===== config.mk =====
export PLATFORM = sky130hd
export DESIGN_NAME = three_channel_servo_pwm
export DESIGN_NICKNAME = d
export VERILOG_FILES = /design/src/rtl/tcsp_pkg.sv /design/src/rtl/three_channel_servo_pwm.sv /design/src/rtl/tcsp_in_reg.sv /design/src/rtl/tcsp_width_calc.sv /design/src/rtl/tcsp_core.sv
export SDC_FILE = /design/constraint.sdc
export NUM_CORES = 1
export LEC_CHECK = 0
export BUFFER_PORTS_ARGS = -buffer_cell sky130_fd_sc_hd__buf_2
export CORE_AREA = 2 2 205 227
export CTS_CLUSTER_SIZE = 8
export DETAILED_ROUTE_END_ITERATION = 8
export DIE_AREA = 0 0 207 229
export PLACE_DENSITY_LB_ADDON = 0.12
export SLEW_MARGIN = 30
export SYNTH_ARGS = -nofsm -noshare
export SYNTH_HDL_FRONTEND = slang
export SYNTH_SLANG_ARGS = --single-unit

===== constraint.sdc =====
create_clock -name clock -period 16.5 [get_ports clock]
set_input_delay 0.825 -clock clock [delete_from_list [all_inputs] [get_ports clock]]
set_output_delay 0.825 -clock clock [all_outputs]
set_load 0.1 [all_outputs]

===== src/rtl/tcsp_pkg.sv =====
// Shared types, codes and constants for the three-channel servo PWM block.
`default_nettype none

package tcsp_pkg;

   localparam int CNT_BITS_DEF = 12;
   localparam int CFG_BITS     = 12;
   localparam int SAMPLE_BITS  = 10;
   localparam int NUM_CH       = 3;
   localparam int CH_BITS      = 2;
   localparam int PROD_BITS    = SAMPLE_BITS + CFG_BITS;

   localparam logic [CFG_BITS-1:0]    PERIOD_RESET = 12'd1806;
   localparam logic [CFG_BITS-1:0]    PMAX_RESET   = 12'd225;
   localparam logic [CFG_BITS-1:0]    PSPAN_RESET  = 12'd180;
   localparam logic [CFG_BITS-1:0]    WIDTH_RESET  = 12'd45;
   localparam logic [SAMPLE_BITS-1:0] FULL_SCALE   = 10'd1023;
   localparam logic [CH_BITS-1:0]     LAST_CH      = 2'd2;

   // opcode values
   localparam logic OP_TICK   = 1'b0;
   localparam logic OP_SAMPLE = 1'b1;

   // register indexes
   localparam logic [1:0] CSR_PERIOD = 2'd0;
   localparam logic [1:0] CSR_PMAX   = 2'd1;
   localparam logic [1:0] CSR_PSPAN  = 2'd2;

   typedef struct packed {
      logic                   opcode;
      logic [SAMPLE_BITS-1:0] sample;
   } item_type;

   typedef struct packed {
      logic [CH_BITS-1:0] channel_select;
      logic               start_conversion;
      logic [NUM_CH-1:0]  levels;   // bit 0 = servo one
   } result_type;

endpackage

`default_nettype wire


===== src/rtl/three_channel_servo_pwm.sv =====
// An accepted request word passes the input register, then the result register, to its response word.
// Throughput: one word per cycle while the response side does not stall; the width update runs
// in the same cycle as the third sample, through three constant-divide width units.
// Reset (synchronous, active high): counter, channel, samples and levels
// clear, pulse widths load 45, registers load their default values.
`default_nettype none

module three_channel_servo_pwm
   import tcsp_pkg::*;
#(
   parameter int COUNT_BITS = CNT_BITS_DEF
)(
   input  wire logic                clock,
   input  wire logic                reset,
   input  wire logic                csr_we,
   input  wire logic [1:0]          csr_addr,
   input  wire logic [CFG_BITS-1:0] csr_wdata,
   input  wire logic                req_tvalid,
   output logic                     req_tready,
   input  wire logic [15:0]         req_tdata,   // [9:0] sample, rest zero
   input  wire logic                req_tuser,   // [0] opcode
   output logic                     rsp_tvalid,
   input  wire logic                rsp_tready,
   output logic [7:0]               rsp_tdata    // [0] servo_one_level,
                                                 // [1] servo_two_level,
                                                 // [2] servo_three_level,
                                                 // [3] start_conversion,
                                                 // [5:4] channel_select
);

   item_type   req_item;
   item_type   item;
   logic       item_valid;
   logic       advance;
   result_type rsp_word;

   assign req_item.opcode = req_tuser;
   assign req_item.sample = req_tdata[SAMPLE_BITS-1:0];

   tcsp_in_reg u_in_reg (
      .clock      (clock),
      .reset      (reset),
      .req_tvalid (req_tvalid),
      .req_tready (req_tready),
      .req_item   (req_item),
      .advance    (advance),
      .item_valid (item_valid),
      .item       (item)
   );

   tcsp_core #(
      .COUNT_BITS (COUNT_BITS)
   ) u_core (
      .clock      (clock),
      .reset      (reset),
      .csr_we     (csr_we),
      .csr_addr   (csr_addr),
      .csr_wdata  (csr_wdata),
      .item_valid (item_valid),
      .item       (item),
      .advance    (advance),
      .rsp_tvalid (rsp_tvalid),
      .rsp_tready (rsp_tready),
      .rsp_word   (rsp_word)
   );

   assign rsp_tdata = {2'b00, rsp_word.channel_select, rsp_word.start_conversion,
                       rsp_word.levels};

endmodule

`default_nettype wire


===== src/rtl/tcsp_in_reg.sv =====
// Input register for the request channel.
`default_nettype none

module tcsp_in_reg
   import tcsp_pkg::*;
(
   input  wire logic     clock,
   input  wire logic     reset,
   input  wire logic     req_tvalid,
   output logic          req_tready,
   input  wire item_type req_item,
   input  wire logic     advance,
   output logic          item_valid,
   output item_type      item
);

   logic     valid_ff, valid_in;
   item_type item_ff, item_in;

   // take a new word when empty or when the held one moves on
   assign req_tready = !valid_ff || advance;

   always_comb begin
      valid_in = valid_ff;
      item_in  = item_ff;
      if (req_tready) begin
         valid_in = req_tvalid;
         if (req_tvalid) begin
            item_in = req_item;
         end
      end
   end

   always_ff @(posedge clock) begin
      if (reset) begin
         valid_ff <= 1'b0;
      end else begin
         valid_ff <= valid_in;
      end
      item_ff <= item_in;
   end

   assign item_valid = valid_ff;
   assign item       = item_ff;

endmodule

`default_nettype wire


===== src/rtl/tcsp_width_calc.sv =====
// Pulse width from one sample: max - sample*span/1023, floored at zero.
`default_nettype none

module tcsp_width_calc
   import tcsp_pkg::*;
(
   input  wire logic [SAMPLE_BITS-1:0] sample,
   input  wire logic [CFG_BITS-1:0]    pulse_span,
   input  wire logic [CFG_BITS-1:0]    pulse_max,
   output logic      [CFG_BITS-1:0]    width
);

   localparam int EST_BITS = PROD_BITS + 1;
   localparam int Q_BITS   = EST_BITS - SAMPLE_BITS;

   logic [PROD_BITS-1:0] prod;
   logic [EST_BITS-1:0]  est_sum;
   logic [Q_BITS-1:0]    q_est;
   logic [EST_BITS-1:0]  rem;
   logic [Q_BITS-1:0]    drop_full;
   logic [CFG_BITS-1:0]  drop;

   always_comb begin
      prod    = PROD_BITS'(sample) * PROD_BITS'(pulse_span);
      // x/1023 ~ (x + x/1024)/1024, low by at most one
      est_sum = EST_BITS'(prod) + EST_BITS'(prod >> SAMPLE_BITS);
      q_est   = Q_BITS'(est_sum >> SAMPLE_BITS);
      // remainder = x - 1023*q = x - 1024*q + q
      rem     = EST_BITS'(prod) - (EST_BITS'(q_est) << SAMPLE_BITS) + EST_BITS'(q_est);
      drop_full = (rem >= EST_BITS'(FULL_SCALE)) ? q_est + Q_BITS'(1) : q_est;
      drop    = CFG_BITS'(drop_full);
      width   = (drop > pulse_max) ? '0 : pulse_max - drop;
   end

endmodule

`default_nettype wire


===== src/rtl/tcsp_core.sv =====
// Period counter, sample store, width update and result register.
`default_nettype none

module tcsp_core
   import tcsp_pkg::*;
#(
   parameter int COUNT_BITS = CNT_BITS_DEF
)(
   input  wire logic                clock,
   input  wire logic                reset,
   input  wire logic                csr_we,
   input  wire logic [1:0]          csr_addr,
   input  wire logic [CFG_BITS-1:0] csr_wdata,
   input  wire logic                item_valid,
   input  wire item_type            item,
   output logic                     advance,
   output logic                     rsp_tvalid,
   input  wire logic                rsp_tready,
   output result_type               rsp_word
);

   localparam int CMP_BITS = (COUNT_BITS > CFG_BITS) ? COUNT_BITS : CFG_BITS;

   logic [CFG_BITS-1:0]    period_ff, period_in;
   logic [CFG_BITS-1:0]    pmax_ff, pmax_in;
   logic [CFG_BITS-1:0]    pspan_ff, pspan_in;
   logic [COUNT_BITS-1:0]  count_ff, count_in;
   logic [CH_BITS-1:0]     chan_ff, chan_in;
   logic [SAMPLE_BITS-1:0] samples_ff [NUM_CH];
   logic [SAMPLE_BITS-1:0] samples_in [NUM_CH];
   logic [CFG_BITS-1:0]    widths_ff  [NUM_CH];
   logic [CFG_BITS-1:0]    widths_in  [NUM_CH];
   logic [NUM_CH-1:0]      levels_ff, levels_in;
   logic                   rsp_valid_ff, rsp_valid_in;
   result_type             rsp_ff, rsp_in;

   logic [SAMPLE_BITS-1:0] calc_sample [NUM_CH];
   logic [CFG_BITS-1:0]    calc_width  [NUM_CH];
   logic [COUNT_BITS-1:0]  count_inc;
   logic                   wrap;

   assign advance = item_valid && (!rsp_valid_ff || rsp_tready);

   // the sample being delivered replaces the stored one of its channel
   for (genvar k = 0; k < NUM_CH; k++) begin : g_calc
      assign calc_sample[k] = (chan_ff == CH_BITS'(k)) ? item.sample : samples_ff[k];
      tcsp_width_calc u_width (
         .sample     (calc_sample[k]),
         .pulse_span (pspan_ff),
         .pulse_max  (pmax_ff),
         .width      (calc_width[k])
      );
   end

   always_comb begin
      period_in = period_ff;
      pmax_in   = pmax_ff;
      pspan_in  = pspan_ff;
      if (csr_we) begin
         unique case (csr_addr)
            CSR_PERIOD: period_in = csr_wdata;
            CSR_PMAX:   pmax_in   = csr_wdata;
            CSR_PSPAN:  pspan_in  = csr_wdata;
            default:    ;
         endcase
      end
   end

   always_comb begin
      count_inc  = count_ff + COUNT_BITS'(1);
      wrap       = CMP_BITS'(count_inc) >= CMP_BITS'(period_ff);
      count_in   = count_ff;
      chan_in    = chan_ff;
      samples_in = samples_ff;
      widths_in  = widths_ff;
      levels_in  = levels_ff;
      rsp_in     = rsp_ff;

      if (advance) begin
         rsp_in.start_conversion = 1'b0;
         if (item.opcode == OP_TICK) begin
            count_in = wrap ? '0 : count_inc;
            for (int k = 0; k < NUM_CH; k++) begin
               levels_in[k] = CMP_BITS'(count_in) < CMP_BITS'(widths_ff[k]);
            end
            rsp_in.start_conversion = wrap;
         end else begin
            for (int k = 0; k < NUM_CH; k++) begin
               samples_in[k] = calc_sample[k];
            end
            if (chan_ff >= LAST_CH) begin
               chan_in   = '0;
               widths_in = calc_width;
            end else begin
               chan_in = chan_ff + CH_BITS'(1);
            end
         end
         rsp_in.levels         = levels_in;
         rsp_in.channel_select = chan_in;
      end

      rsp_valid_in = advance ? 1'b1 : (rsp_tready ? 1'b0 : rsp_valid_ff);
   end

   always_ff @(posedge clock) begin
      if (reset) begin
         period_ff    <= PERIOD_RESET;
         pmax_ff      <= PMAX_RESET;
         pspan_ff     <= PSPAN_RESET;
         count_ff     <= '0;
         chan_ff      <= '0;
         levels_ff    <= '0;
         rsp_valid_ff <= 1'b0;
         for (int k = 0; k < NUM_CH; k++) begin
            samples_ff[k] <= '0;
            widths_ff[k]  <= WIDTH_RESET;
         end
      end else begin
         period_ff    <= period_in;
         pmax_ff      <= pmax_in;
         pspan_ff     <= pspan_in;
         count_ff     <= count_in;
         chan_ff      <= chan_in;
         levels_ff    <= levels_in;
         rsp_valid_ff <= rsp_valid_in;
         samples_ff   <= samples_in;
         widths_ff    <= widths_in;
      end
      rsp_ff <= rsp_in;
   end

   assign rsp_tvalid = rsp_valid_ff;
   assign rsp_word   = rsp_ff;

endmodule

`default_nettype wire


Yosys cells after proc, flatten, opt, wreduce, memory -nomap -nowiden
Cells that the tools add are included.
{ "totals": {"mem_bits_rw": 0, "memories": 0, "latchBits": 0, "out_inout_bits": 10, "rom_bits": 0, "reg_bits": 138, "wordCells": 85} }
{ "classes": {"n_addsub": 17, "n_div": 0, "n_mul": 3, "reduce_logical": 15, "bitwise": 1, "eq_ne": 4, "order_cmp": 11, "muxes": 15, "shifts": 0} }
{ "op_table": {"columns": ["cell", "n"], "rows": [
  ["$mux W12", 7],
  ["$add A22 B12 Y23", 3],
  ["$add A23 B13 Y23", 3],
  ["$ge A23 B10 Y1 const B", 3],
  ["$sub A22 B23 Y23", 3],
  ["$mul A10 B12 Y22", 3],
  ["$add A12 B1 Y12 const B", 4],
  ["$gt A12 B12 Y1", 3],
  ["$lt A12 B12 Y1", 3],
  ["$sub A12 B12 Y12", 3],
  ["$mux W10", 3],
  ["$ge A12 B12 Y1", 1],
  ["$reduce_and A2 Y1", 6],
  ["$eq A2 B1 Y1 const B", 2],
  ["$eq A2 B2 Y1 const B", 2],
  ["$logic_not A2 Y1", 2],
  ["$mux W2", 2],
  ["$mux W3", 1],
  ["$reduce_and A3 Y1", 1],
  ["$add A2 B1 Y2 const B", 1],
  ["$ge A2 B2 Y1 const B", 1],
  ["$logic_not A1 Y1", 2],
  ["$logic_or A1 B1 Y1", 2],
  ["$mux W1", 2],
  ["other kinds (3)", 3]
]} }

Longest topological paths before layout
{ "logic_depth": {"word_depth": 10, "depth_mapped": 65} }

By module
Synthesis repeated with hierarchy kept, for this count alone.
{ "unflattened": {"cells_unflattened": 3461, "hier_area_um2": 27973.1} }
{ "by_module_without_submodules": {"columns": ["mod", "n_inst", "seq_area_each_um2", "area_each_um2", "cells_each"], "rows": [
  ["tcsp_width_calc at u_core.g_calc[1].u_width", 1, 0.0, 7438.4, 967],
  ["tcsp_width_calc at u_core.g_calc[0].u_width", 1, 0.0, 7185.6, 912],
  ["tcsp_width_calc at u_core.g_calc[2].u_width", 1, 0.0, 6726.5, 840],
  ["tcsp_core", 1, 2582.5, 6218.5, 723],
  ["tcsp_in_reg", 1, 350.3, 385.4, 16],
  ["three_channel_servo_pwm", 1, 0.0, 18.8, 3]
]} }

Worst setup path before layout
OpenSTA, ideal clock, no wires.
{ "synth_timing": {"path_kind": "reg2reg", "startpoint": "register u_core.chan_ff[1]", "endpoint": "register u_core.widths_ff[6] (netlist bit)", "arrival_time_ps": 13792, "n_path_buf": 6, "slack_ps": 2638, "setup_ps": 70, "period_less_slack_ps": 13862, "path_stages_with_launch": 57, "cell_sequence": "dfxtp_1 -> buf_6 -> and2b_1 -> buf_4 -> clkbuf_1 -> mux2_2 -> clkbuf_1 -> and2_1 -> fa_1 -> fa_1 -> fa_1 -> fa_1 -> inv_1 -> fa_1 -> inv_1 -> ha_1 -> a21oi_1 -> o21bai_1 -> (+21 left out) -> o21ai_0 -> a21oi_1 -> or4_1 -> nor4_4 -> mux2_2 -> fa_1 -> nor2b_1 -> o21ai_0 -> a21oi_1 -> o21ai_0 -> a21oi_1 -> o21ai_0 -> a21oi_1 -> o21ai_0 -> a21oi_1 -> clkbuf_1 -> nand4b_1 -> a21oi_1"} }
{ "synth_between": {"elab_chain_len": 10, "elab_cells_between_ends": 14} }
{ "synth_rtl": {"columns": ["item", "line", "rtl"], "rows": [
  ["start, declared", "tcsp_core.sv:28", "logic [CH_BITS-1:0] chan_ff, chan_in;"],
  ["start signal, assigned", "tcsp_core.sv:123", "chan_ff <= chan_in;"],
  ["$eq A2 B2 Y1", "tcsp_core.sv:46", "assign calc_sample[k] = (chan_ff == CH_BITS'(k)) ? item.sample : samples_ff[k];"],
  ["$mux W10", "tcsp_core.sv:46", null],
  ["$mul A10 B12 Y22", "tcsp_width_calc.sv:24", "prod = PROD_BITS'(sample) * PROD_BITS'(pulse_span);"],
  ["$add A22 B12 Y23", "tcsp_width_calc.sv:26", "est_sum = EST_BITS'(prod) + EST_BITS'(prod >> SAMPLE_BITS);"],
  ["$sub A22 B23 Y23", "tcsp_width_calc.sv:29", "rem = EST_BITS'(prod) - (EST_BITS'(q_est) << SAMPLE_BITS) + EST_BITS'(q_est);"],
  ["$add A23 B13 Y23", "tcsp_width_calc.sv:29", null],
  ["$ge A23 B10 Y1", "tcsp_width_calc.sv:30", "drop_full = (rem >= EST_BITS'(FULL_SCALE)) ? q_est + Q_BITS'(1) : q_est;"],
  ["$mux W12", "tcsp_width_calc.sv:30", null],
  ["$sub A12 B12 Y12 / $gt A12 B12 Y1 (equally long branches)", "tcsp_width_calc.sv:32", "width = (drop > pulse_max) ? '0 : pulse_max - drop;"],
  ["$mux W12", "tcsp_width_calc.sv:32", null],
  ["end signal, assigned", "tcsp_core.sv:127", "widths_ff <= widths_in;"],
  ["end, declared", "tcsp_core.sv:31", "logic [CFG_BITS-1:0] widths_ff [NUM_CH];"]
]} }
Parallel ways exist; a longest one is shown, timed or not.
A chain may end at the register's enable or synchronous reset.

Worst setup path in the final report
{ "layout_timing": {"startpoint": "register u_core.chan_ff[1]", "endpoint": "register u_core.widths_ff[0] (netlist bit)"} }
Same word-level chain as after synthesis.

==> impl_metrics.env <==
export IMPL_grt_ovfl_total=0
export IMPL_cp_start_kind="register"
export IMPL_path_max_fanout=13
export IMPL_multi_input_area_mm2=0.02161
export IMPL_cts_path_max_buffers=2
export IMPL_routed_via_density=5.932
export IMPL_ys_flop_type="dfxtp_1"
export IMPL_drv_cap=0
export IMPL_clock_latency_ns=0.44
export IMPL_routedWlPerCell_um=17.89
export IMPL_avgSynthCellArea_um2=8.034
export IMPL_firstDrtPassIters=5
export IMPL_grt_pass1_wl_um=115100
export IMPL_p_per_area_mw_per_mm2=188.8
export IMPL_final_setup_skew_ns=0.01143
export IMPL_cts_setup_buffers=0
export IMPL_synthArstFlopShare_pct=0
export IMPL_ir_drop_mv=0.3765
export IMPL_slew_limit_headroom_pct=39.93
export IMPL_finalMaxSlewViolations=0
export IMPL_ys_types=100
export IMPL_hpwl_um=56810
export IMPL_register_area_mm2=0.002933
export IMPL_worst_pin_slew_ns=0.9011
export IMPL_netlist_area_mm2=0.02685
export IMPL_hold_start="u_core.widths_ff[7]$_SDFFE_PP0P_"
export IMPL_clkTransAtPathRegs_ns=0.06
export IMPL_endpoint_kind="register"
export IMPL_ys_seq_area_share_pct=10.92
export IMPL_dieArea_mm2=0.04740
export IMPL_cts_resized=0
export IMPL_start_util_pct=59.48
export IMPL_drive_gt1_share_pct=5.314
export IMPL_vias=23130
export IMPL_outcome="complete, no violations"
export IMPL_gp_congestion=0.9384
export IMPL_cts_tree="built"
export IMPL_finalHoldViolations=0
export IMPL_diodes=0
export IMPL_regToRegSetupSlack_ns=0.90
export IMPL_fp_dieW_um=207
export IMPL_hp_class="register to register"
export IMPL_stdcell_area_mm2=0.02815
export IMPL_setup_viol=0
export IMPL_r2r_end="u_core.widths_ff[0]$_SDFFE_PP1P_"
export IMPL_whs_path_depth=2
export IMPL_synth_cells=3342
export IMPL_min_period_ns=15.60
export IMPL_crit_arrival_ns=15.92
export IMPL_slowest_stage="a2111oi_0"
export IMPL_worst_hold_path_endpoint="u_core.widths_ff[7]$_SDFFE_PP0P_"
export IMPL_fmax_ghz=0.06410
export IMPL_drc=0
export IMPL_drt_total_wl_um=69790
export IMPL_p_leak_nw=14.02
export IMPL_row_count=82
export IMPL_core_mm2=0.04514
export IMPL_antenna_found_initial=0
export IMPL_synth_warnings=0
export IMPL_antenna_left=0
export IMPL_rsz0062_at_grt="false"
export IMPL_startpoint="u_core.chan_ff[1]$_SDFFE_PP0P_"
export IMPL_area_delta_synth_final_pct=4.837
export IMPL_first_global_vias=23320
export IMPL_drt_iter0_drc=1438
export IMPL_dpl_cell_area_mm2=0.02751
export IMPL_worst_path_largest_cell_delay_ns=0.68
export IMPL_clock_sinks=138
export IMPL_synth_enable_flop_cells=17
export IMPL_worstPathRequired_ns=16.82
export IMPL_grt_max_degree=75
export IMPL_clk_root_buffer_cell="clkbuf_16"
export IMPL_ys_seq_elements=138
export IMPL_cts_made_buffers=17
export IMPL_r2r_cells=54
export IMPL_criticalPathCategory="register to register"
export IMPL_fin_crit_sh_pct=94.55
export IMPL_cts_htree_levels=4
export IMPL_final_util_pct=62.36
export IMPL_r2r_start="u_core.chan_ff[1]$_SDFFE_PP0P_"
export IMPL_final_nets=3975
export IMPL_port_buffers=37
export IMPL_track_usage_pct=29.35
export IMPL_crit_family="adder cells"
export IMPL_critical_path_buf_inv_count=6
export IMPL_ios=46
export IMPL_hold_buffers=0
export IMPL_die_h_um=229
export IMPL_fill_cells=4024
export IMPL_setup_tns_ns=0
area by class of cell:
cell class / count / share of cell area [%]
clock inverter: 15 / 0.7467
clock buffer: 17 / 1.511
timing repair buffer: 69 / 1.520
tap: 588 / 2.614
multi-input combinational: 2591 / 76.76
inverter: 482 / 6.427
sequential: 138 / 10.42
layer usage:
layer  wire (um)  vias up  GRT usage (%)
met1       29560    11240          36.85
met5           0        -              0
met2       34860      645          52.88
li1            -    11110              -
met3        3132      143          2.537
met4        2236        0          9.888
Yosys cell counts (all sizes together) (12+ instances only):
cell,count,area [um2]
a211o,13,113.9
a211oi,39,297.8
a21boi,18,135.1
a21o,48,360.4
a21oi,190,965.9
a31oi,16,112.6
and2,123,769.5
and3,18,112.6
clkbuf,122,457.9
dfxtp,121,2422
edfxtp,17,510.5
fa,243,4865
ha,397,4967
inv,482,1809
mux2,26,292.8
mux2i,27,270.3
nand2,302,1134
nand2b,52,332.8
nand3,55,275.3
nand3b,17,127.6
nand4,31,193.9
nor2,249,934.7
nor2b,120,750.7
nor3,63,325.3
nor4,14,108.9
o211ai,24,198.9
o21a,32,240.2
o21ai,110,550.5
o31ai,18,145.1
or3,12,75.07
xnor2,117,1059
xor2,47,411.6
placed cells by master (no fill, tap or decap), drive strengths merged, types with 52 or more instances in the layout:
| cell | netlist | layout |
|---|---|---|
| inv | 482 | 489 |
| ha | 397 | 397 |
| nand2 | 302 | 302 |
| nor2 | 249 | 249 |
| fa | 243 | 243 |
| a21oi | 190 | 190 |
| and2 | 123 | 123 |
| dfxtp | 121 | 121 |
| nor2b | 120 | 120 |
| xnor2 | 117 | 117 |
| o21ai | 110 | 110 |
| buf | 10 | 69 |
| nor3 | 63 | 63 |
| nand3 | 55 | 55 |
| nand2b | 52 | 52 |
where the power goes:
| part | switching [mW] | internal [mW] | leakage [nW] |
|---|---|---|---|
| Clock | 0.163 | 0.256 | 0.315 |
| Combinational | 2.69 | 1.84 | 12.6 |
| Sequential | 0.0145 | 0.351 | 1.15 |
how the worst max path moves through the flow:
stage,endpoint,slack [ns],cells past startpoint
finish,u_core.widths_ff[0]$_SDFFE_PP1P_,0.90,54
global placement,u_core.widths_ff[0]$_SDFFE_PP1P_,1.34,51
CTS,u_core.widths_ff[0]$_SDFFE_PP1P_,0.99,51
global route,u_core.widths_ff[29]$_SDFFE_PP1P_,0.07,53
floorplan,u_core.widths_ff[6]$_SDFFE_PP0P_,2.64,56
detailed placement,u_core.widths_ff[0]$_SDFFE_PP1P_,1.05,51
registers in the layout, summed over array words and instances (netlist names):
register	flops
u_core.levels_ff	3
u_core.pmax_ff	12
u_in_reg.item	11
u_core.chan_ff	2
u_core.rsp_tvalid	1
u_core.pspan_ff	12
u_core.count_ff	12
u_in_reg.item_valid	1
u_core.rsp_word	6
u_core.samples_ff	30
u_core.period_ff	12
u_core.widths_ff	36
tightest hold or removal path: stages (launching register included):
cell	delay [ns]
dfxtp_1	0.31
nand2_1	0.05
a21oi_1	0.05
cells by family after synthesis:
| kind of cell | after synthesis | synth area share [%] |
|---|---|---|
| simple gates | 1111 | 20.94 |
| fa+ha+maj | 644 | 36.79 |
| compound gates | 617 | 15.10 |
| buf+inv | 614 | 8.663 |
| xor+xnor | 164 | 5.475 |
| flops | 138 | 10.92 |
| mux | 53 | 2.097 |
| other cells | 1 | 0.01397 |
stage by stage:
stage | power, mW | hold WS (ns) | setup slack (ns) | cells
after floorplan | 3.840 | 0.4319 | 2.638 | 3343
after global placement | 4.693 | 0.4431 | 1.336 | 3868
after detailed placement | 4.810 | 0.4452 | 1.055 | 3868
after CTS | 5.270 | 0.4531 | 0.9946 | 3900
after global routing | 5.856 | 0.4687 | 0.07253 | 3900
final | 5.314 | 0.4536 | 0.8987 | 3900
(Power assumes the default switching activity.)
